## config.mk

```make
export PLATFORM = sky130hd
export DESIGN_NAME = fourier_waveform_synth_unit
export DESIGN_NICKNAME = d
export VERILOG_FILES = /design/src/rtl/fws_pkg.sv /design/src/rtl/fws_cell.sv /design/src/rtl/fws_sine_term.sv /design/src/rtl/fourier_waveform_synth_unit.sv
export SDC_FILE = /design/constraint.sdc
export NUM_CORES = 2
export LEC_CHECK = 0
export ABC_AREA = 1
export BUFFER_PORTS_ARGS = -buffer_cell sky130_fd_sc_hd__buf_2
export CAP_MARGIN = 40
export CORE_MARGIN = 4
export CORE_UTILIZATION = 45
export CTS_CLUSTER_DIAMETER = 150
export DETAILED_ROUTE_END_ITERATION = 8
export HOLD_SLACK_MARGIN = 0.03
export PLACE_DENSITY = 0.59
export SLEW_MARGIN = 10
export SYNTH_ARGS = -nofsm -noshare
export SYNTH_HDL_FRONTEND = slang
export SYNTH_SLANG_ARGS = --single-unit
```

## constraint.sdc

```tcl
create_clock -name clk -period 10.09 [get_ports clk]
set_clock_uncertainty 0.15 [all_clocks]
set_input_delay 3.027 -clock clk [delete_from_list [all_inputs] [get_ports clk]]
set_output_delay 3.027 -clock clk [all_outputs]
set_load 0.1 [all_outputs]
```

## src/rtl/fws_pkg.sv

```systemverilog
// shared types, constants and coefficient tables for the fourier waveform synth
`timescale 1ns / 1ps
package fws_pkg;

  // phase and table geometry
  localparam int PHASE_STEPS        = 1024;
  localparam int PHASE_BITS         = $clog2(PHASE_STEPS);
  localparam int MAX_HARMONIC_LIMIT = 15;
  localparam int N_CELLS            = MAX_HARMONIC_LIMIT + 1;
  localparam int CELL_W             = $clog2(N_CELLS);

  // register port
  localparam int AMP_W     = 11;
  localparam int DAC_W     = 12;
  localparam int LIM_W     = 4;
  localparam int CFG_IDX_W = 2;
  localparam int CFG_DATA_W = 12;
  localparam logic [CFG_IDX_W-1:0] CFG_AMPLITUDE      = 2'd0;
  localparam logic [CFG_IDX_W-1:0] CFG_DC_OFFSET      = 2'd1;
  localparam logic [CFG_IDX_W-1:0] CFG_HARMONIC_LIMIT = 2'd2;
  localparam logic [AMP_W-1:0] AMP_RESET = 11'd512;
  localparam logic [DAC_W-1:0] DC_RESET  = 12'd612;
  localparam logic [LIM_W-1:0] LIM_RESET = 4'd6;
  localparam logic [DAC_W-1:0] CODE_MAX  = '1;

  // fixed point
  localparam int QF             = 20;
  localparam int SINE_FRAC_BITS = 15;
  localparam int X_W            = QF + 1;
  localparam int SINE_W         = SINE_FRAC_BITS + 2;
  localparam int WEIGHT_W       = 21;
  localparam int PROD_W         = SINE_W + WEIGHT_W + 1;
  localparam int TERM_W         = PROD_W - SINE_FRAC_BITS;
  localparam int ACC_W          = 27;
  localparam int FPROD_W        = ACC_W + AMP_W + 1;
  localparam int SUM_W          = FPROD_W - QF + 1;

  localparam logic [X_W-1:0] POLY_A = 21'd1647100;
  localparam logic [X_W-1:0] POLY_B = 21'd672759;
  localparam logic [X_W-1:0] POLY_C = 21'd74235;

  typedef enum logic [1:0] {
    MODE_SINE,
    MODE_SQUARE,
    MODE_TRIANGLE,
    MODE_SAW
  } wave_mode_t;

  // per-harmonic weights, Q.20, rounded to nearest
  localparam logic [WEIGHT_W-1:0] SQUARE_WT [N_CELLS] = '{
    21'd1335088, 21'd445029, 21'd267018, 21'd190727,
    21'd148343,  21'd121372, 21'd102699, 21'd89006,
    21'd78535,   21'd70268,  21'd63576,  21'd58047,
    21'd53404,   21'd49448,  21'd46038,  21'd43067
  };
  localparam logic [WEIGHT_W-1:0] TRIANGLE_WT [N_CELLS] = '{
    21'd424972, 21'd47219, 21'd16999, 21'd8673,
    21'd5247,   21'd3512,  21'd2515,  21'd1889,
    21'd1470,   21'd1177,  21'd964,   21'd803,
    21'd680,    21'd583,   21'd505,   21'd442
  };
  localparam logic [WEIGHT_W-1:0] SAW_WT [N_CELLS] = '{
    21'd333772, 21'd166886, 21'd111257, 21'd83443,
    21'd66754,  21'd55629,  21'd47682,  21'd41722,
    21'd37086,  21'd33377,  21'd30343,  21'd27814,
    21'd25675,  21'd23841,  21'd22251,  21'd20861
  };

  // settings shared by every cell for the item in flight
  typedef struct packed {
    wave_mode_t             mode;
    logic [LIM_W-1:0]       lim;
    logic [PHASE_BITS-1:0]  step;
  } cell_bcast_t;

  // token handed from cell to cell
  typedef struct packed {
    logic                   valid;
    logic [PHASE_BITS-1:0]  idx;
  } cell_tok_t;

  // term request from the active cell to the sine/weight pipeline
  typedef struct packed {
    logic                   active;
    logic [PHASE_BITS-1:0]  idx;
    logic [WEIGHT_W-1:0]    weight;
    logic                   sub;
    logic                   last;
  } term_req_t;

  typedef struct packed {
    logic                      valid;
    logic                      sub;
    logic                      last;
    logic signed [SINE_W-1:0]  sine;
    logic signed [PROD_W-1:0]  prod;
  } term_res_t;

  function automatic logic [WEIGHT_W-1:0] fws_weight(wave_mode_t m,
                                                     logic [CELL_W-1:0] n);
    logic [WEIGHT_W-1:0] w;
    unique case (m)
      MODE_SQUARE:   w = SQUARE_WT[n];
      MODE_TRIANGLE: w = TRIANGLE_WT[n];
      MODE_SAW:      w = SAW_WT[n];
      default:       w = '0;
    endcase
    return w;
  endfunction

endpackage

```

## src/rtl/fws_cell.sv

```systemverilog
// one harmonic cell: holds a term index and hands the advanced index on
`timescale 1ns / 1ps
module fws_cell (
  input  logic                 clk,
  input  logic                 rst,
  input  logic [fws_pkg::CELL_W-1:0] cell_num,
  input  fws_pkg::cell_bcast_t bcast,
  input  fws_pkg::cell_tok_t   tok_in,
  output fws_pkg::cell_tok_t   tok_out,
  output fws_pkg::term_req_t   tap
);
  import fws_pkg::*;

  logic                  valid;
  logic [PHASE_BITS-1:0] idx;
  logic                  more;

  always_ff @(posedge clk) begin
    if (rst) begin
      valid <= 1'b0;
    end else begin
      valid <= tok_in.valid;
    end
    idx <= tok_in.idx;
  end

  // does the series continue past this cell
  always_comb begin
    unique case (bcast.mode) inside
      MODE_SQUARE, MODE_TRIANGLE: begin
        more = (CELL_W+1)'(cell_num) < (CELL_W+1)'(bcast.lim);
      end
      MODE_SAW: begin
        more = ((CELL_W+1)'(cell_num) + (CELL_W+1)'(1)) < (CELL_W+1)'(bcast.lim);
      end
      default: begin
        more = 1'b0;
      end
    endcase
  end

  assign tok_out.valid = valid && more;
  assign tok_out.idx   = idx + bcast.step;

  assign tap.active = valid;
  assign tap.idx    = idx;
  assign tap.weight = fws_weight(bcast.mode, cell_num);
  assign tap.sub    = (bcast.mode == MODE_SAW) ||
                      ((bcast.mode == MODE_TRIANGLE) && cell_num[0]);
  assign tap.last   = !more;

endmodule

```

## src/rtl/fws_sine_term.sv

```systemverilog
// pipelined quarter-wave polynomial sine and harmonic weighting
`timescale 1ns / 1ps
module fws_sine_term (
  input  logic               clk,
  input  logic               rst,
  input  fws_pkg::term_req_t req,
  output fws_pkg::term_res_t res
);
  import fws_pkg::*;

  typedef struct packed {
    logic [WEIGHT_W-1:0] weight;
    logic                sub;
    logic                last;
    logic                neg;
  } meta_t;

  localparam logic [X_W-1:0] ONE_Q = X_W'(1) << QF;

  logic [4:0]  v;
  meta_t       m0, m1, m2, m3, m4;
  logic [X_W-1:0] x0, x1, x2_1, x2, x2_2, x3;
  logic [X_W-1:0] inner1, inner2;
  logic signed [SINE_W-1:0] sine5;

  // quadrant fold of the phase index
  logic [PHASE_BITS-3:0] low_bits;
  logic [X_W-1:0]        x_lo;
  logic [X_W-1:0]        x_fold;

  logic [2*X_W-1:0] sq1, p2, p3, p4;
  logic [X_W:0]     s_rnd;
  logic [SINE_W-1:0] mag;
  logic signed [SINE_W-1:0] sine4;
  logic signed [PROD_W-1:0] prod5;

  assign low_bits = req.idx[PHASE_BITS-3:0];
  assign x_lo     = X_W'(low_bits) << (QF - PHASE_BITS + 2);
  assign x_fold   = req.idx[PHASE_BITS-2] ? (ONE_Q - x_lo) : x_lo;

  assign sq1 = x0 * x0;
  assign p2  = x2_1 * POLY_C;
  assign p3  = x2_2 * inner1;
  assign p4  = x3 * inner2;
  assign s_rnd = (X_W+1)'(p4[QF +: X_W]) + (X_W+1)'(1 << (QF - SINE_FRAC_BITS - 1));
  assign mag   = s_rnd[QF - SINE_FRAC_BITS +: SINE_W];
  assign sine4 = m3.neg ? -$signed(mag) : $signed(mag);
  assign prod5 = sine5 * $signed({1'b0, m4.weight});

  always_ff @(posedge clk) begin
    if (rst) begin
      v         <= '0;
      res.valid <= 1'b0;
    end else begin
      v         <= {v[3:0], req.active};
      res.valid <= v[4];
    end
    // stage 0: folded argument
    x0  <= x_fold;
    m0  <= '{weight: req.weight, sub: req.sub, last: req.last,
             neg: req.idx[PHASE_BITS-1]};
    // stage 1: x squared
    x1   <= x0;
    x2_1 <= sq1[QF +: X_W];
    m1   <= m0;
    // stage 2: innermost bracket
    x2     <= x1;
    x2_2   <= x2_1;
    inner1 <= POLY_B - p2[QF +: X_W];
    m2     <= m1;
    // stage 3: outer bracket
    x3     <= x2;
    inner2 <= POLY_A - p3[QF +: X_W];
    m3     <= m2;
    // stage 4: signed sine in Q2.15
    sine5 <= sine4;
    m4    <= m3;
    // stage 5: weighted term
    res.sine <= sine5;
    res.prod <= prod5;
    res.sub  <= m4.sub;
    res.last <= m4.last;
  end

endmodule

```

## src/rtl/fourier_waveform_synth_unit.sv

```systemverilog
// top level: registers, harmonic cell row, term pipeline, accumulate and scale
`timescale 1ns / 1ps
// One item (phase, mode) is taken when start is high and busy is low; busy stays high
// until the result appears as a one-cycle done strobe with dac_code and clipped, which
// the receiver must take in that cycle. The number of series terms for an item is 1 for
// sine, limit + 1 for square and triangle, and limit for sawtooth. A sawtooth with a
// zero limit has no terms and goes straight to scaling. The row of harmonic cells
// issues one term per cycle into a six-stage sine and weight pipeline, followed by a
// multiply state and a rounding state. The user must write the registers through
// cfg_valid/cfg_ready only while the block is idle; the block does not enforce this.
module fourier_waveform_synth_unit (
  input  logic                              clk,
  input  logic                              rst,
  input  logic                              start,
  output logic                              busy,
  input  logic [fws_pkg::PHASE_BITS-1:0]    phase,
  input  logic [1:0]                        mode,
  output logic                              done,
  output logic [fws_pkg::DAC_W-1:0]         dac_code,
  output logic                              clipped,
  input  logic                              cfg_valid,
  output logic                              cfg_ready,
  input  logic [fws_pkg::CFG_IDX_W-1:0]     cfg_index,
  input  logic [fws_pkg::CFG_DATA_W-1:0]    cfg_data
);
  import fws_pkg::*;

  typedef enum logic [1:0] {
    ST_IDLE,
    ST_RUN,
    ST_SCALE,
    ST_EMIT
  } state_t;

  localparam logic signed [ACC_W-1:0]   HALF_Q  = ACC_W'(1) << (QF - 1);
  localparam logic signed [PROD_W-1:0]  TERM_RND = PROD_W'(1) << (SINE_FRAC_BITS - 1);
  localparam logic signed [FPROD_W-1:0] OUT_RND  = FPROD_W'(1) << (QF - 1);

  logic [AMP_W-1:0] amplitude;
  logic [DAC_W-1:0] dc_offset;
  logic [LIM_W-1:0] harmonic_limit;

  state_t state;
  cell_bcast_t bcast;
  logic signed [ACC_W-1:0]   acc;
  logic signed [FPROD_W-1:0] fprod;

  logic accept;
  wave_mode_t in_mode;
  logic [LIM_W-1:0] lim_eff;
  logic no_terms;

  cell_tok_t link [N_CELLS];
  cell_tok_t tail_tok;
  term_req_t tap [N_CELLS];
  term_req_t req;
  logic [N_CELLS-1:0] act_vec;
  term_res_t res;

  logic signed [PROD_W-1:0] term_rnd;
  logic signed [TERM_W-1:0] term;
  logic signed [ACC_W-1:0]  term_ext;
  logic signed [ACC_W-1:0]  sine_ext;

  logic signed [FPROD_W-1:0] fprod_rnd;
  logic signed [SUM_W-2:0]   scaled;
  logic signed [SUM_W-1:0]   code_s;

  assign cfg_ready = 1'b1;

  always_ff @(posedge clk) begin
    if (rst) begin
      amplitude      <= AMP_RESET;
      dc_offset      <= DC_RESET;
      harmonic_limit <= LIM_RESET;
    end else if (cfg_valid && cfg_ready) begin
      unique case (cfg_index)
        CFG_AMPLITUDE:      amplitude      <= cfg_data[AMP_W-1:0];
        CFG_DC_OFFSET:      dc_offset      <= cfg_data[DAC_W-1:0];
        CFG_HARMONIC_LIMIT: harmonic_limit <= cfg_data[LIM_W-1:0];
        default: ;
      endcase
    end
  end

  assign accept   = start && !busy;
  assign in_mode  = wave_mode_t'(mode);
  assign lim_eff  = (harmonic_limit > LIM_W'(MAX_HARMONIC_LIMIT)) ?
                    LIM_W'(MAX_HARMONIC_LIMIT) : harmonic_limit;
  assign no_terms = (in_mode == MODE_SAW) && (lim_eff == '0);

  // first cell is loaded with the fundamental index
  assign link[0].valid = accept && !no_terms;
  assign link[0].idx   = phase;

  for (genvar i = 0; i < N_CELLS; i++) begin : g_cell
    if (i < N_CELLS - 1) begin : g_mid
      fws_cell u_cell (
        .clk      (clk),
        .rst      (rst),
        .cell_num (CELL_W'(i)),
        .bcast    (bcast),
        .tok_in   (link[i]),
        .tok_out  (link[i+1]),
        .tap      (tap[i])
      );
    end else begin : g_end
      fws_cell u_cell (
        .clk      (clk),
        .rst      (rst),
        .cell_num (CELL_W'(i)),
        .bcast    (bcast),
        .tok_in   (link[i]),
        .tok_out  (tail_tok),
        .tap      (tap[i])
      );
    end
  end

  // at most one cell holds the token, so its request is the or of all taps
  always_comb begin
    req = '0;
    for (int i = 0; i < N_CELLS; i++) begin
      act_vec[i] = tap[i].active;
      if (tap[i].active) begin
        req = term_req_t'(req | tap[i]);
      end
    end
  end

  fws_sine_term u_sine_term (
    .clk (clk),
    .rst (rst),
    .req (req),
    .res (res)
  );

  assign term_rnd = res.prod + TERM_RND;
  assign term     = term_rnd[PROD_W-1:SINE_FRAC_BITS];
  assign term_ext = {{(ACC_W-TERM_W){term[TERM_W-1]}}, term};
  assign sine_ext = {{(ACC_W-SINE_W-(QF-SINE_FRAC_BITS)){res.sine[SINE_W-1]}},
                     res.sine, {(QF-SINE_FRAC_BITS){1'b0}}};

  assign fprod_rnd = fprod + OUT_RND;
  assign scaled    = fprod_rnd[FPROD_W-1:QF];
  assign code_s    = {scaled[SUM_W-2], scaled} +
                     $signed({{(SUM_W-DAC_W){1'b0}}, dc_offset});

  always_ff @(posedge clk) begin
    if (rst) begin
      state <= ST_IDLE;
      busy  <= 1'b0;
      done  <= 1'b0;
    end else begin
      done <= 1'b0;
      unique case (state)
        ST_IDLE: begin
          if (accept) begin
            busy       <= 1'b1;
            acc        <= HALF_Q;
            bcast.mode <= in_mode;
            bcast.lim  <= lim_eff;
            bcast.step <= (in_mode == MODE_SQUARE || in_mode == MODE_TRIANGLE) ?
                          {phase[PHASE_BITS-2:0], 1'b0} : phase;
            state      <= no_terms ? ST_SCALE : ST_RUN;
          end
        end
        ST_RUN: begin
          if (res.valid) begin
            if (bcast.mode == MODE_SINE) begin
              acc <= sine_ext;
            end else if (res.sub) begin
              acc <= acc - term_ext;
            end else begin
              acc <= acc + term_ext;
            end
            if (res.last) begin
              state <= ST_SCALE;
            end
          end
        end
        ST_SCALE: begin
          fprod <= $signed({1'b0, amplitude}) * acc;
          state <= ST_EMIT;
        end
        ST_EMIT: begin
          done  <= 1'b1;
          busy  <= 1'b0;
          state <= ST_IDLE;
          if (code_s[SUM_W-1]) begin
            dac_code <= '0;
            clipped  <= 1'b1;
          end else if (|code_s[SUM_W-2:DAC_W]) begin
            dac_code <= CODE_MAX;
            clipped  <= 1'b1;
          end else begin
            dac_code <= code_s[DAC_W-1:0];
            clipped  <= 1'b0;
          end
        end
        default: begin
          state <= ST_IDLE;
        end
      endcase
    end
  end

  a_one_active_cell: assert property (@(posedge clk) disable iff (rst)
    $onehot0(act_vec))
    else $error("more than one harmonic cell active");

  a_tail_never_valid: assert property (@(posedge clk) disable iff (rst)
    !tail_tok.valid)
    else $error("token ran off the end of the cell row");

  a_term_only_in_run: assert property (@(posedge clk) disable iff (rst)
    res.valid |-> (state == ST_RUN))
    else $error("term arrived outside the run phase");

  a_done_after_busy: assert property (@(posedge clk) disable iff (rst)
    done |-> ($past(busy) && !busy))
    else $error("result strobe without a request in flight");

  a_accept_sets_busy: assert property (@(posedge clk) disable iff (rst)
    (start && !busy) |=> busy)
    else $error("accepted request did not raise busy");

endmodule
```

==> results.toml <==
[run_status]
status = "finished clean"

[clock_tree]
cts.htree.levels = 3
post_cts_buffers = 0
cts.clk_slew.worst_paths_ns = 0.06
numClockSinks = 571
cts-root-buf = "clkbuf_16"
cts_tree = "built"
cts-resized-gates = 0
hold_buffers = 0
cts_buffers = 68
cts_buffer_depth = 3
clock_latency_ns = 0.70

[min_path]
min_path_cells = 0
hold_path.class = "reg2reg"
hp-start = "u_sine_term.m2[15]"

[floorplanning]
dieArea_um2 = 174000
initial_utilization = 0.455
fp.dieH_um = 417
coreArea_um2 = 166000
die_x_um = 417
io_pins = 46
rows = 149

[logic_synthesis]
yosys_most_used_dff = "dfxtp_1"
synth_async_sr_flop_share = 0
syn_inst = 9480
syn_avg_cell_area_um2 = 7.94
synth_edf_count = 76
netlist_area_um2 = 75300
yosysUniqueCellTypes = 77
syn-num-nets = 11500
synth.ff_latch_count = 571
yosysSeqAreaShare = 0.162
ys_warn_count = 0

[timing]
fin_crit_ns = 7.85
period_share = 0.778
max_freq_mhz = 127
slew_headroom = 0.360
fin_setup_tns_ns = 0
maxSlewViolCount = 0
hold_violations = 0
rsz0062_at_grt = "no"
setup_viol = 0
tightest_slew_ns = 0.959

[cells_and_area]
num_antenna_cells = 0
nNetsFinal = 11300
drive_gt1_frac = 0.0425
syn2layout_area_growth_pct = 6.69
finalInstanceArea_um2 = 80300

[setup_path]
crit_fanout = 20
reg2regPathDepth = 31
reg2reg_slack_ns = 2.24
critPathArrivalTime_ns = 8.25
startpoint_type = "flop"
path_depth = 31
crit_family = "adder cells"
r2r_start = "u_sine_term.x2_2[14]"
critPathSlowestCell = "dfxtp_1"
crit_path_max_incr_delay_ns = 0.95
cp_common_cell = "inv_1"
critPathLaunch = "u_sine_term.x2_2[14]"
critPathBufInv = 8
crit_type = "reg2reg"
cp.required_ns = 10.48
end_kind = "flop"

[global_routing]
grt_pass1_vias = 60900
grt_first_pass_wirelength_mm = 318
grt_antenna_before_repair = 5
grt-ovfl-total = 0
track_usage = 0.226
grt_max_degree = 30

[place]
placed_area_um2 = 77900
hpwl_mm = 155
io_buffers = 44
place_congestion = 0.939

[routing]
drc = 0
wl_mm = 193
vias = 57800
wl_per_cell_um = 16.6
drt_iter0_drc = 3391
ant_nets = 0
drt_first_pass_iters = 6
viasPerCell = 4.98

[flow_run]
cap_violations = 0
## cell type report
type	instances	area [µm²]
multi-input cells	6133	52700
well taps	2189	2740
clock inverters	35	494
inverters	2459	9230
flip-flops and latches	571	12200
fillers	16300	85200
clock buffers	90	1930
repair buffers	138	1080
## worst paths after layout
check                            to
min              u_sine_term.m3[15]
min reg2reg      u_sine_term.m3[15]
max reg2reg  u_sine_term.inner2[14]
max          u_sine_term.inner2[14]
## cells in the mapped netlist, drive strengths merged (8+ instances only)
master   instances  area, µm²
nand4           53        332
o21ai          240       1230
a31oi           31        194
o211ai           9       67.6
xnor2          115       1030
a21o            15        113
ha             893      11200
a22o            21        184
nor2           492       1970
inv           2456       9220
o2111ai         11       96.3
clkbuf         282       1060
o31ai            8       60.1
a211oi          26        195
xor2           246       2160
nand2         2077       7910
dfxtp          495       9910
fa            1051      21000
o22ai           19        125
nand3b          10       87.6
edfxtp          76       2280
o221ai          10       87.6
a221oi          20        175
o21bai          29        218
or2             28        175
nor4            18        128
nand3          212       1160
buf             35        165
a21oi          363       1830
nor3            72        402
o21a            30        225
## per-stage QoR
stage                     hold slack [ns]  worst slack [ns]  std cells  utilization
after CTS                           0.151              2.18      11600        0.485
after detailed placement            0.162              2.22      11500        0.470
final                               0.147              2.24      11600        0.485
after global placement              0.160              2.23      11500        0.469
after global routing                0.169              1.54      11600        0.485
after floorplan                     0.160              3.05       9480            -
## placed cells by master (no fill, tap or decap), types with 17 or more instances in the layout
master,Yosys,layout
inv_1,2435,2435
nand2_1,2044,2044
fa_1,1051,1051
ha_1,893,893
dfxtp_1,495,495
nor2_1,465,464
a21oi_1,362,362
xor2_1,245,245
o21ai_0,217,217
nand3_1,196,196
xnor2_1,114,114
edfxtp_1,76,76
buf_4,4,76
clkbuf_16,0,69
nor3_1,65,64
nand4_1,53,53
buf_2,3,44
a31oi_1,31,31
o21a_1,30,30
o21bai_1,29,29
nand2_2,27,27
a211oi_1,26,25
or2_2,24,24
inv_2,21,21
a22o_1,21,21
a221oi_1,20,20
nor2_2,19,20
o22ai_1,18,18
nor4_1,17,17
## layer usage
layer	routed length (µm)	up-vias	part of all wire	global-route usage
met5	18	-	0.000093	0
met4	4410	2	0.023	0.0534
met3	10700	254	0.055	0.0291
met2	90400	1359	0.47	0.382
met1	87400	28000	0.45	0.309
li1	-	28100	-	-
## cell families after synthesis
logic type | share of synthesized area
XOR/XNOR | 0.0423
AO/OA/AOI/OAI | 0.0660
AND/OR/NAND/NOR | 0.163
buffers and inverters | 0.139
multiplexers | 0.000150
other | 0.0000498
flip-flops | 0.162
adder cells (fa/ha/maj) | 0.428
## registers in the layout, indices dropped and copies added (netlist names), 17 cells and up
register,count
u_sine_term.sine5,17
acc,27
u_sine_term.m2,23
u_sine_term.m1,23
g_cell.g_mid.u_cell.idx,150
u_sine_term.m4,22
u_sine_term.res,45
fprod,20
u_sine_term.m3,23
u_sine_term.inner1,20
u_sine_term.m0,23
u_sine_term.inner2,21
Power is not shown: default switching activity piles up to over one toggle a cycle in this logic, so the estimate is an artifact.
